$ cat src/hdl/rsns_pkg.sv
// Shared constants and command/status types of the receive scoreboard.
package rsns_pkg;

   localparam int MAX_PACKETS_DEF = 1024;

   localparam int REG_W    = 11;
   localparam int SEQ_W    = 16;
   localparam int NSEQ_W   = 10;
   localparam int WORD_W   = 32;
   localparam int OFF_W    = 5;
   localparam int RSP_W    = 16;
   localparam int CSR_IDX_W = 1;

   localparam logic [CSR_IDX_W-1:0] CSR_PACKET_COUNT    = 1'b0;
   localparam logic [CSR_IDX_W-1:0] CSR_START_THRESHOLD = 1'b1;

   localparam logic REQ_ARRIVAL = 1'b0;
   localparam logic REQ_NACK    = 1'b1;

   typedef struct packed {
      logic clear_step;
      logic load;
      logic arr_rd;
      logic arr_upd;
      logic nk_idle;
      logic walk_base;
      logic walk_rd;
      logic walk_chk;
      logic walk_oob;
      logic scan_phase;
      logic out_load;
   } cmd_type;

   typedef struct packed {
      logic clear_last;
      logic nk_skip;
      logic walk_oob;
      logic walk_end;
      logic out_free;
   } sts_type;

endpackage

$ cat src/hdl/rsns_ctrl.sv
// Controller state machine of the receive scoreboard.
module rsns_ctrl (
   input  logic             clock,
   input  logic             reset,
   input  logic             req_tvalid,
   output logic             req_tready,
   input  logic             req_kind,
   input  rsns_pkg::sts_type sts,
   output rsns_pkg::cmd_type cmd
);

   localparam logic [2:0] S_CLEAR    = 3'd0;
   localparam logic [2:0] S_IDLE     = 3'd1;
   localparam logic [2:0] S_ARR_RD   = 3'd2;
   localparam logic [2:0] S_ARR_UPD  = 3'd3;
   localparam logic [2:0] S_NK_CHK   = 3'd4;
   localparam logic [2:0] S_WALK_RD  = 3'd5;
   localparam logic [2:0] S_WALK_CHK = 3'd6;
   localparam logic [2:0] S_OUT      = 3'd7;

   logic [2:0] state_ff, state_in;
   logic       phase_ff, phase_in;

   always_comb begin
      cmd        = '0;
      state_in   = state_ff;
      phase_in   = phase_ff;
      req_tready = 1'b0;
      unique case (state_ff)
         S_CLEAR: begin
            cmd.clear_step = 1'b1;
            if (sts.clear_last) begin
               state_in = S_IDLE;
            end
         end
         S_IDLE: begin
            req_tready = 1'b1;
            if (req_tvalid) begin
               cmd.load = 1'b1;
               state_in = (req_kind == rsns_pkg::REQ_NACK) ? S_NK_CHK : S_ARR_RD;
            end
         end
         S_ARR_RD: begin
            cmd.arr_rd = 1'b1;
            state_in   = S_ARR_UPD;
         end
         S_ARR_UPD: begin
            cmd.arr_upd = 1'b1;
            state_in    = S_OUT;
         end
         S_NK_CHK: begin
            if (sts.nk_skip) begin
               cmd.nk_idle = 1'b1;
               state_in    = S_OUT;
            end else begin
               cmd.walk_base = 1'b1;
               phase_in      = 1'b0;
               state_in      = S_WALK_RD;
            end
         end
         S_WALK_RD: begin
            cmd.scan_phase = phase_ff;
            if (sts.walk_oob) begin
               cmd.walk_oob = 1'b1;
               if (phase_ff) begin
                  state_in = S_OUT;
               end else begin
                  phase_in = 1'b1;
               end
            end else begin
               cmd.walk_rd = 1'b1;
               state_in    = S_WALK_CHK;
            end
         end
         S_WALK_CHK: begin
            cmd.scan_phase = phase_ff;
            cmd.walk_chk   = 1'b1;
            if (sts.walk_end && phase_ff) begin
               state_in = S_OUT;
            end else begin
               if (sts.walk_end) begin
                  phase_in = 1'b1;
               end
               state_in = S_WALK_RD;
            end
         end
         S_OUT: begin
            if (sts.out_free) begin
               cmd.out_load = 1'b1;
               state_in     = S_IDLE;
            end
         end
         default: begin
            state_in = S_IDLE;
         end
      endcase
   end

   always_ff @(posedge clock) begin
      if (reset) begin
         state_ff <= S_CLEAR;
         phase_ff <= 1'b0;
      end else begin
         state_ff <= state_in;
         phase_ff <= phase_in;
      end
   end

endmodule

$ cat src/hdl/rsns_dp.sv
// Datapath of the receive scoreboard: bitmap memory, pointers, counters, encoder.
module rsns_dp #(
   parameter int MAX_PACKETS = rsns_pkg::MAX_PACKETS_DEF
) (
   input  logic                             clock,
   input  logic                             reset,
   input  rsns_pkg::cmd_type                cmd,
   output rsns_pkg::sts_type                sts,
   input  logic [rsns_pkg::SEQ_W-1:0]       req_seq,
   input  logic                             csr_wr_en,
   input  logic [rsns_pkg::CSR_IDX_W-1:0]   csr_index,
   input  logic [rsns_pkg::REG_W-1:0]       csr_wdata,
   output logic                             rsp_tvalid,
   input  logic                             rsp_tready,
   output logic [rsns_pkg::RSP_W-1:0]       rsp_tdata
);

   localparam int WORD_W = rsns_pkg::WORD_W;
   localparam int OFF_W  = rsns_pkg::OFF_W;
   localparam int SEQ_W  = rsns_pkg::SEQ_W;
   localparam int REG_W  = rsns_pkg::REG_W;
   localparam int NSEQ_W = rsns_pkg::NSEQ_W;
   localparam int WORDS  = (MAX_PACKETS + WORD_W - 1) / WORD_W;
   localparam int ADDR_W = (WORDS > 1) ? $clog2(WORDS) : 1;
   localparam int IDX_W  = $clog2(MAX_PACKETS);
   localparam int CNT_W  = $clog2(MAX_PACKETS + 1);
   localparam int PTR_W  = ($clog2(MAX_PACKETS + 1) + 1 > 12) ? $clog2(MAX_PACKETS + 1) + 1 : 12;
   localparam int CMP_W  = (PTR_W > SEQ_W) ? PTR_W : SEQ_W;
   localparam logic [PTR_W-1:0] MAX_P     = PTR_W'(MAX_PACKETS);
   localparam logic [ADDR_W-1:0] LAST_ROW = ADDR_W'(WORDS - 1);

   logic [WORD_W-1:0] mem [WORDS];
   logic [WORD_W-1:0] rd_data_ff;
   logic              mem_we, mem_re;
   logic [ADDR_W-1:0] mem_waddr, mem_raddr;
   logic [WORD_W-1:0] mem_wdata;

   logic [ADDR_W-1:0] clr_ff, clr_in;
   logic [REG_W-1:0]  pc_ff, pc_in, thr_ff, thr_in;
   logic [CNT_W-1:0]  total_ff, total_in;
   logic [IDX_W-1:0]  hi_ff, hi_in;
   logic [PTR_W-1:0]  base_ff, base_in, scan_ff, scan_in, walk_ff, walk_in;
   logic              scan_on_ff, scan_on_in;
   logic [SEQ_W-1:0]  seq_ff, seq_in;
   logic              fresh_ff, fresh_in, nvalid_ff, nvalid_in;
   logic [NSEQ_W-1:0] nseq_ff, nseq_in;
   logic              rsp_tvalid_ff, rsp_tvalid_in;
   logic [rsns_pkg::RSP_W-1:0] rsp_data_ff, rsp_data_in;

   logic [PTR_W-1:0]  lim, pc_ext, word_start, cand;
   logic [ADDR_W-1:0] seq_addr, walk_addr;
   logic              seq_in_range, fresh, all_eq;
   logic [IDX_W-1:0]  hi_next;
   logic [WORD_W-1:0] zmask;
   logic [OFF_W-1:0]  pos;
   logic              found, cand_oob, hit;

   always_comb begin
      pc_ext       = PTR_W'(pc_ff);
      lim          = (pc_ext < MAX_P) ? pc_ext : MAX_P;
      all_eq       = PTR_W'(total_ff) == pc_ext;
      seq_addr     = seq_ff[ADDR_W+OFF_W-1:OFF_W];
      walk_addr    = walk_ff[ADDR_W+OFF_W-1:OFF_W];
      seq_in_range = CMP_W'(seq_ff) < CMP_W'(lim);
      fresh        = seq_in_range & ~rd_data_ff[seq_ff[OFF_W-1:0]];
      hi_next      = (fresh && (CMP_W'(seq_ff) > CMP_W'(hi_ff))) ? seq_ff[IDX_W-1:0] : hi_ff;

      // first missing bit at or above the walk offset
      zmask = ~rd_data_ff & ({WORD_W{1'b1}} << walk_ff[OFF_W-1:0]);
      found = |zmask;
      pos   = '0;
      for (int i = WORD_W - 1; i >= 0; i--) begin
         if (zmask[i]) begin
            pos = OFF_W'(i);
         end
      end
      word_start = {walk_ff[PTR_W-1:OFF_W], {OFF_W{1'b0}}};
      cand       = found ? (word_start | PTR_W'(pos)) : (word_start + PTR_W'(WORD_W));
      cand_oob   = cand >= lim;
      hit        = found & ~cand_oob;
   end

   assign sts.clear_last = clr_ff == LAST_ROW;
   assign sts.nk_skip    = ~scan_on_ff | all_eq;
   assign sts.walk_oob   = walk_ff >= lim;
   assign sts.walk_end   = found | cand_oob;
   assign sts.out_free   = ~rsp_tvalid_ff | rsp_tready;

   always_comb begin
      mem_we    = cmd.clear_step | (cmd.arr_upd & fresh);
      mem_waddr = cmd.clear_step ? clr_ff : seq_addr;
      mem_wdata = cmd.clear_step ? '0
                : (rd_data_ff | (WORD_W'(1) << seq_ff[OFF_W-1:0]));
      mem_re    = cmd.arr_rd | cmd.walk_rd;
      mem_raddr = cmd.arr_rd ? seq_addr : walk_addr;
   end

   always_comb begin
      clr_in        = cmd.clear_step ? clr_ff + 1'b1 : clr_ff;
      pc_in         = pc_ff;
      thr_in        = thr_ff;
      total_in      = total_ff;
      hi_in         = hi_ff;
      base_in       = base_ff;
      scan_in       = scan_ff;
      walk_in       = walk_ff;
      scan_on_in    = scan_on_ff;
      seq_in        = cmd.load ? req_seq : seq_ff;
      fresh_in      = fresh_ff;
      nvalid_in     = nvalid_ff;
      nseq_in       = nseq_ff;
      rsp_tvalid_in = rsp_tvalid_ff;
      rsp_data_in   = rsp_data_ff;

      if (csr_wr_en) begin
         case (csr_index)
            rsns_pkg::CSR_PACKET_COUNT:    pc_in  = csr_wdata;
            rsns_pkg::CSR_START_THRESHOLD: thr_in = csr_wdata;
            default: ;
         endcase
      end

      if (cmd.arr_upd) begin
         if (fresh) begin
            total_in = total_ff + 1'b1;
         end
         hi_in      = hi_next;
         scan_on_in = scan_on_ff | (CMP_W'(hi_next) >= CMP_W'(thr_ff));
         fresh_in   = fresh;
         nvalid_in  = 1'b0;
         nseq_in    = '0;
      end

      if (cmd.nk_idle) begin
         fresh_in  = 1'b0;
         nvalid_in = 1'b0;
         nseq_in   = '0;
      end

      if (cmd.walk_base) begin
         walk_in = base_ff;
      end

      // pointer already at or past the limit: the walk does not run
      if (cmd.walk_oob) begin
         if (cmd.scan_phase) begin
            scan_in   = base_ff;
            fresh_in  = 1'b0;
            nvalid_in = 1'b0;
            nseq_in   = '0;
         end else begin
            walk_in = scan_ff;
         end
      end

      if (cmd.walk_chk) begin
         if (found || cand_oob) begin
            if (cmd.scan_phase) begin
               fresh_in  = 1'b0;
               nvalid_in = hit;
               nseq_in   = hit ? cand[NSEQ_W-1:0] : '0;
               if (hit && (cand != lim - 1'b1)) begin
                  scan_in = cand + 1'b1;
               end else begin
                  scan_in = base_ff;
               end
            end else begin
               base_in = hit ? cand : lim;
               walk_in = scan_ff;
            end
         end else begin
            walk_in = cand;
         end
      end

      if (cmd.out_load) begin
         rsp_tvalid_in = 1'b1;
         rsp_data_in   = {2'b00, scan_on_ff, all_eq, nseq_ff, nvalid_ff, fresh_ff};
      end else if (rsp_tready) begin
         rsp_tvalid_in = 1'b0;
      end
   end

   always_ff @(posedge clock) begin
      if (mem_we) begin
         mem[mem_waddr] <= mem_wdata;
      end
      if (mem_re) begin
         rd_data_ff <= mem[mem_raddr];
      end
   end

   always_ff @(posedge clock) begin
      if (reset) begin
         clr_ff        <= '0;
         pc_ff         <= '0;
         thr_ff        <= '0;
         total_ff      <= '0;
         hi_ff         <= '0;
         base_ff       <= '0;
         scan_ff       <= '0;
         scan_on_ff    <= 1'b0;
         rsp_tvalid_ff <= 1'b0;
      end else begin
         clr_ff        <= clr_in;
         pc_ff         <= pc_in;
         thr_ff        <= thr_in;
         total_ff      <= total_in;
         hi_ff         <= hi_in;
         base_ff       <= base_in;
         scan_ff       <= scan_in;
         scan_on_ff    <= scan_on_in;
         rsp_tvalid_ff <= rsp_tvalid_in;
      end
   end

   always_ff @(posedge clock) begin
      walk_ff     <= walk_in;
      seq_ff      <= seq_in;
      fresh_ff    <= fresh_in;
      nvalid_ff   <= nvalid_in;
      nseq_ff     <= nseq_in;
      rsp_data_ff <= rsp_data_in;
   end

   assign rsp_tvalid = rsp_tvalid_ff;
   assign rsp_tdata  = rsp_data_ff;

   a_total_bound: assert property (@(posedge clock) disable iff (reset)
      total_ff <= CNT_W'(MAX_PACKETS))
      else $error("distinct packet count exceeds bitmap size");

   a_no_overwrite: assert property (@(posedge clock) disable iff (reset)
      cmd.out_load |-> (!rsp_tvalid_ff || rsp_tready))
      else $error("result loaded over an untaken result");

   a_fresh_count: assert property (@(posedge clock) disable iff (reset)
      (cmd.arr_upd && fresh) |=> (total_ff == CNT_W'($past(total_ff) + 1'b1)))
      else $error("fresh arrival did not bump the packet count");

endmodule

$ cat src/hdl/receive_scoreboard_nack_scan_unit.sv
// Top level of the selective-repeat receive scoreboard with nack scan.
//
// Receive scoreboard of a selective-repeat transfer. Each request on the req_ channel is
// either an arrival (req_tuser = 0, sequence number in req_tdata) or a nack request
// (req_tuser = 1). Every request yields exactly one response on rsp_. Arrivals mark the
// sequence number in a bitmap held in a 32-bit-wide memory (one read and one write port,
// registered read), reading the word and then writing it back before the response. A nack
// request first walks the base pointer past received entries, then scans from the scan
// pointer for the first missing number; both walks check one 32-bit memory word at a time
// through a priority encoder, reading a word and then checking it. One request is worked
// on at a time; the next one is accepted once the response has moved into the output
// register, even while that response still waits for rsp_tready. After reset the block
// sweeps all ceil(MAX_PACKETS / 32) words of the bitmap clear, one word per cycle, before
// it accepts the first request; configuration writes are taken at any time and should only
// be issued while no request is in flight.
module receive_scoreboard_nack_scan_unit #(
   parameter int MAX_PACKETS = rsns_pkg::MAX_PACKETS_DEF
) (
   input  logic                             clock,
   input  logic                             reset,
   // request channel
   input  logic                             req_tvalid,
   output logic                             req_tready,
   input  logic [rsns_pkg::SEQ_W-1:0]       req_tdata,   // [15:0] seq_num
   input  logic                             req_tuser,   // [0] req_type
   // response channel
   output logic                             rsp_tvalid,
   input  logic                             rsp_tready,
   // [0] fresh_packet, [1] nack_valid, [11:2] nack_seq, [12] all_received,
   // [13] scan_enabled, [15:14] zero
   output logic [rsns_pkg::RSP_W-1:0]       rsp_tdata,
   // configuration writes
   input  logic                             csr_wr_en,
   input  logic [rsns_pkg::CSR_IDX_W-1:0]   csr_index,
   input  logic [rsns_pkg::REG_W-1:0]       csr_wdata
);

   rsns_pkg::cmd_type cmd;
   rsns_pkg::sts_type sts;

   // sequencing: clear sweep, request decode, walk phases, response handoff
   rsns_ctrl u_ctrl (
      .clock      (clock),
      .reset      (reset),
      .req_tvalid (req_tvalid),
      .req_tready (req_tready),
      .req_kind   (req_tuser),
      .sts        (sts),
      .cmd        (cmd)
   );

   // bitmap, pointers, counters, encoder and response register
   rsns_dp #(
      .MAX_PACKETS (MAX_PACKETS)
   ) u_dp (
      .clock      (clock),
      .reset      (reset),
      .cmd        (cmd),
      .sts        (sts),
      .req_seq    (req_tdata),
      .csr_wr_en  (csr_wr_en),
      .csr_index  (csr_index),
      .csr_wdata  (csr_wdata),
      .rsp_tvalid (rsp_tvalid),
      .rsp_tready (rsp_tready),
      .rsp_tdata  (rsp_tdata)
   );

endmodule

$ cat config.mk
export PLATFORM = sky130hd
export DESIGN_NAME = receive_scoreboard_nack_scan_unit
export DESIGN_NICKNAME = d
export VERILOG_FILES = /design/src/hdl/rsns_pkg.sv /design/src/hdl/rsns_ctrl.sv /design/src/hdl/rsns_dp.sv /design/src/hdl/receive_scoreboard_nack_scan_unit.sv
export SDC_FILE = /design/constraint.sdc
export NUM_CORES = 2
export LEC_CHECK = 0
export ABC_CLOCK_PERIOD_IN_PS = 6000
export BUFFER_PORTS_ARGS = -buffer_cell sky130_fd_sc_hd__buf_2
export CAP_MARGIN = 40
export CORE_MARGIN = 10
export CORE_UTILIZATION = 45
export DETAILED_ROUTE_END_ITERATION = 8
export SLEW_MARGIN = 20
export SYNTH_ARGS = -nofsm -noshare
export SYNTH_HDL_FRONTEND = slang
export SYNTH_SLANG_ARGS = --single-unit
$ cat constraint.sdc
create_clock -name clock -period 6 [get_ports clock]
set_input_delay 1.2 -clock clock [delete_from_list [all_inputs] [get_ports clock]]
set_output_delay 1.2 -clock clock [all_outputs]
set_load 0.02 [all_outputs]
==> metrics.md <==
| Metric | Value |
|---|---|
| # hold bufs at CTS | `0` |
| Prevailing post-synth register cell | `edfxtp_1` |
| Most frequent cell after synthesis | `edfxtp_1` |
| All-layer global routing usage | `21.79%` |
| Int Pwr | `approximately 13 mW` |
| Layout cells sized above 1 | `a little over a fifth` |
| Run status | `completed` |
| DRT iter0 DRCs | `2901` |
| Power per cell area | `between 200 and 300 nW/um^2` |
| CTS Buf Count | `121` |
| Drt first pass iters | `5` |
| Die ar. | `123500 um^2` |
| CP max stage cell | `or4_1` |
| Finished Core Util | `between 50% and 60%` |
| Core Box Area | `109000 um^2` |
| CTS root buf | `clkbuf_16` |
| CP max stage delay | `0.53 ns` |
| Post-CTS setup buffers | `0` |
| Switching share of power | `21.06%` |
| Overflow after GRT | `0` |
| Setup Total Neg Slack | `0 ns` |
| H-tree levels | `3` |
| Part of the cycle the worst path needs | `91.81%` |
| Final wirelength | `135000 um` |
| Hold crit path type | `reg -> reg` |
| Sequential element share of the synthesized area | `between 70% and 80%` |
| Clk network pwr share | `between 40 and 50%` |
| Seq cells post-synth | `1188` |
| Max FO, Critical Path | `21` |
| Placed insts | `4529` |
| Slew @ Worst Pin | `~0.85 ns` |
| Pins Over Slew Limit | `0` |
| Post-synth EDFFs | `between 1k and 1.5k` |
| Hold path startpoint | `u_dp.fresh_ff` |
| Fin Clk Skew | `0.06090 ns` |
| HPWL Detailed | `80840 um` |
| Crit path capture type | `flip-flop` |
| Row cnt | `roughly 120` |
| Area Overhead vs Synth | `14.49%` |
| Max-cap violations | `0` |
| Non-filler instance count after layout | `4764` |
| Mapped cell area | `49450 um^2` |
| Reg2reg path depth | `20` |
| DIE WIDTH | `351.5 um` |
| Final setup margin | `0.4915 ns` |
| Clk sinks | `1188` |
| Crit path DAT | `6.12 ns` |
| Hold path depth | `0` |
| Final Hold Viols | `0` |
| Count of different cell masters after synthesis | `84` |
| Area share of the largest cell type after synthesis | `between 60% and 70%` |
| CP Data Required Time | `6.61 ns` |
| Routed Antenna Nets | `0` |
| Yosys top cell by area | `edfxtp_1` |
| Fill count | `8832` |
| CTS clk-pin slew, worst paths | `0.06 ns` |
| Pin count of the biggest net entering global routing | `74` |
| Cell depth of the worst setup path | `20` |
| CP Class | `reg -> reg` |
| Buffer depth of the longest clock path | `3` |
| Area of the multi-input gates | `14350 um^2` |
| Pleak | `around 18 nW` |
| Syn Area/Cell | `~16 um^2` |
| Final min period | `5.508 ns` |
| WP buf/inv | `3` |
| Cell repeated most along the worst path | `nand2b_1` |
| Comb power frac | `2.4%` |
| Delay-heaviest family, CP | `compound AO/OA/AOI/OAI gates` |
| CTS tree | `built` |
| Crit start category | `flip-flop` |
| Worst skew pair latency | `between 0.7 and 0.8 ns` |
| Setup violators final | `0` |
| Fmax | `181.5 MHz` |
| Finished Cell Area | `56610 um^2` |
| Number of global-route vias before repair | `28.92k` |
| Synth top cells by count | `1086 x edfxtp_1, 416 x nand2_1, 266 x mux4_2` |
| DRC errors left | `0` |
| Initial core utilization | `a little under half` |
| Initial antenna violation count | `1` |
| Worst IR drop on VDD | `roughly 260 uV` |
| RSZ-0062 raised after global routing | `false` |
| Fin nets | `3334` |
| Top post-synthesis cells by area | `edfxtp_1 66%, mux4_2 12%, dfxtp_1 4.1%, nand2_1 3.2%, nand3_1 1.9%` |
| WL/cell | `between 20 and 30 um` |
| Gpl congestion | `0.9003` |
| DP Worst Slack | `0.3334 ns` |
| Worst setup startpoint | `u_dp.walk_ff[2]` |
| Die H | `351.5 um` |
| IO Pins | `52` |
| Sequential power share | `54.1%` |
| Psw | `3.522 mW` |
| Share of flip-flops with an asynchronous set or reset | `0%` |
| PortBufs | `49` |
| Synth Instances | `between 3k and 4k` |
| Placed Area | `52710 um^2` |
| WHS | `0.4522 ns` |
| Global-route wire length before repair | `198900 um` |
| Reg-to-reg startpoint | `u_dp.walk_ff[2]` |
| Pwr Total | `16.73 mW` |
| DR vias | `28.64k` |
| Worst rel slew slack | `43.10%` |
| Vias per cell | `6.012` |
| Crit-path cells | `buf_8 > buf_4 > or4_1 > o32a_1 > nand4_1 > nor4_4 > a311oi_1 > and3_1 > inv_1 > ha_1 > nand2b_1 > a31oi_1 > o211a_1 > o21ai_0 > o31ai_2 > nor2_1 > nand2_1 > a21oi_1 > nand2b_1 > a221o_1` |
| Syn. warnings | `0` |
| Register area | `34660 um^2` |
cell usage in the layout (no fill, tap or decap), drive strengths merged, types with 12 or more instances in the layout:
cell type and n:
edfxtp 1086, nand2 417, mux4 266, buf 215, nand3 189, nor2 165, clkbuf 156, a21oi 109
dfxtp 102, o21ai 58, ha 58, clkinv 57, inv 46, xor2 32, mux2i 32, nor2b 21
a21o 20, xnor2 20, nor3 20, and2 17, a211oi 17, nand2b 16, and3 16, nand4 14
o211ai 14, a221o 14, o21a 12
worst reg2reg max path: cells and delay by family, from the launching register on:
| family | cells | cell delay, ns |
|---|---|---|
| AND/OR/NAND/NOR | 8 | 1.96 |
| buffers and inverters | 3 | 0.47 |
| adder cells (fa/ha/maj) | 1 | 0.33 |
| flip-flops | 1 | 0.34 |
| AO/OA/AOI/OAI | 8 | 2.32 |
area by class of cell:
type,count,share of cell area [%]
sequential,1188,61.22
antenna,1,0.004420
inverter,41,0.2718
tap,1414,3.125
clock buffer,155,5.574
multi-input combinational,1674,25.35
timing repair buffer,216,3.255
clock inverter,75,1.207
timing repair:
item | in CTS | in global routing
resized for setup | 0 | 3
setup endpoints to repair | 0 | 8
hold endpoints to repair | 0 | 0
kinds of logic after synthesis:
| kind of cell | count (synthesis) | synth area share, % |
|---|---|---|
| buf+inv | 213 | 1.708 |
| compound gates | 328 | 4.375 |
| simple gates | 926 | 8.413 |
| fa+ha+maj | 58 | 1.468 |
| mux | 308 | 12.99 |
| xor+xnor | 52 | 0.9590 |
| flops | 1188 | 70.08 |
| other cells | 1 | 0.007584 |
worst paths after layout:
kind                                     endpoint  slack [ns]
worst min-delay path            u_dp.rsp_tdata[0]        0.45
worst min register to register  u_dp.rsp_tdata[0]        0.45
worst max register to register    u_dp.scan_ff[9]        0.49
worst max-delay path              u_dp.scan_ff[9]        0.49
state kept, by name, indices dropped and copies added (netlist names):
name,flops
u_ctrl.phase_ff,1
u_ctrl.state_ff,3
u_dp.base_ff,12
u_dp.clr_ff,5
u_dp.fresh_ff,1
u_dp.hi_ff,10
u_dp.mem,1024
u_dp.nseq_ff,10
u_dp.nvalid_ff,1
u_dp.pc_ff,11
u_dp.rd_data_ff,32
u_dp.rsp_tdata,14
u_dp.rsp_tvalid,1
u_dp.scan_ff,12
u_dp.scan_on_ff,1
u_dp.seq_ff,16
u_dp.thr_ff,11
u_dp.total_ff,11
u_dp.walk_ff,12
metal layers:
metal,track usage (%),up-vias,part of all wire [%]
met2,35.72,1142,49
met3,3.390,226,6.8
li1,-,12350,-
met4,7.163,0,3.0
met5,0,-,0
met1,29.77,14930,42
power groups by stage:
stage	registers, mW	clock network (mW)	logic, mW
3_3_place_gp	9.21	0	0.404
3_5_place_dp	9.22	0	0.409
4_1_cts	9.05	7.40	0.411
6_report	9.04	7.27	0.408
2_1_floorplan	9.21	0	0.239
5_1_grt	9.05	7.74	0.443
Note: power is estimated with default switching activity, not from simulation.
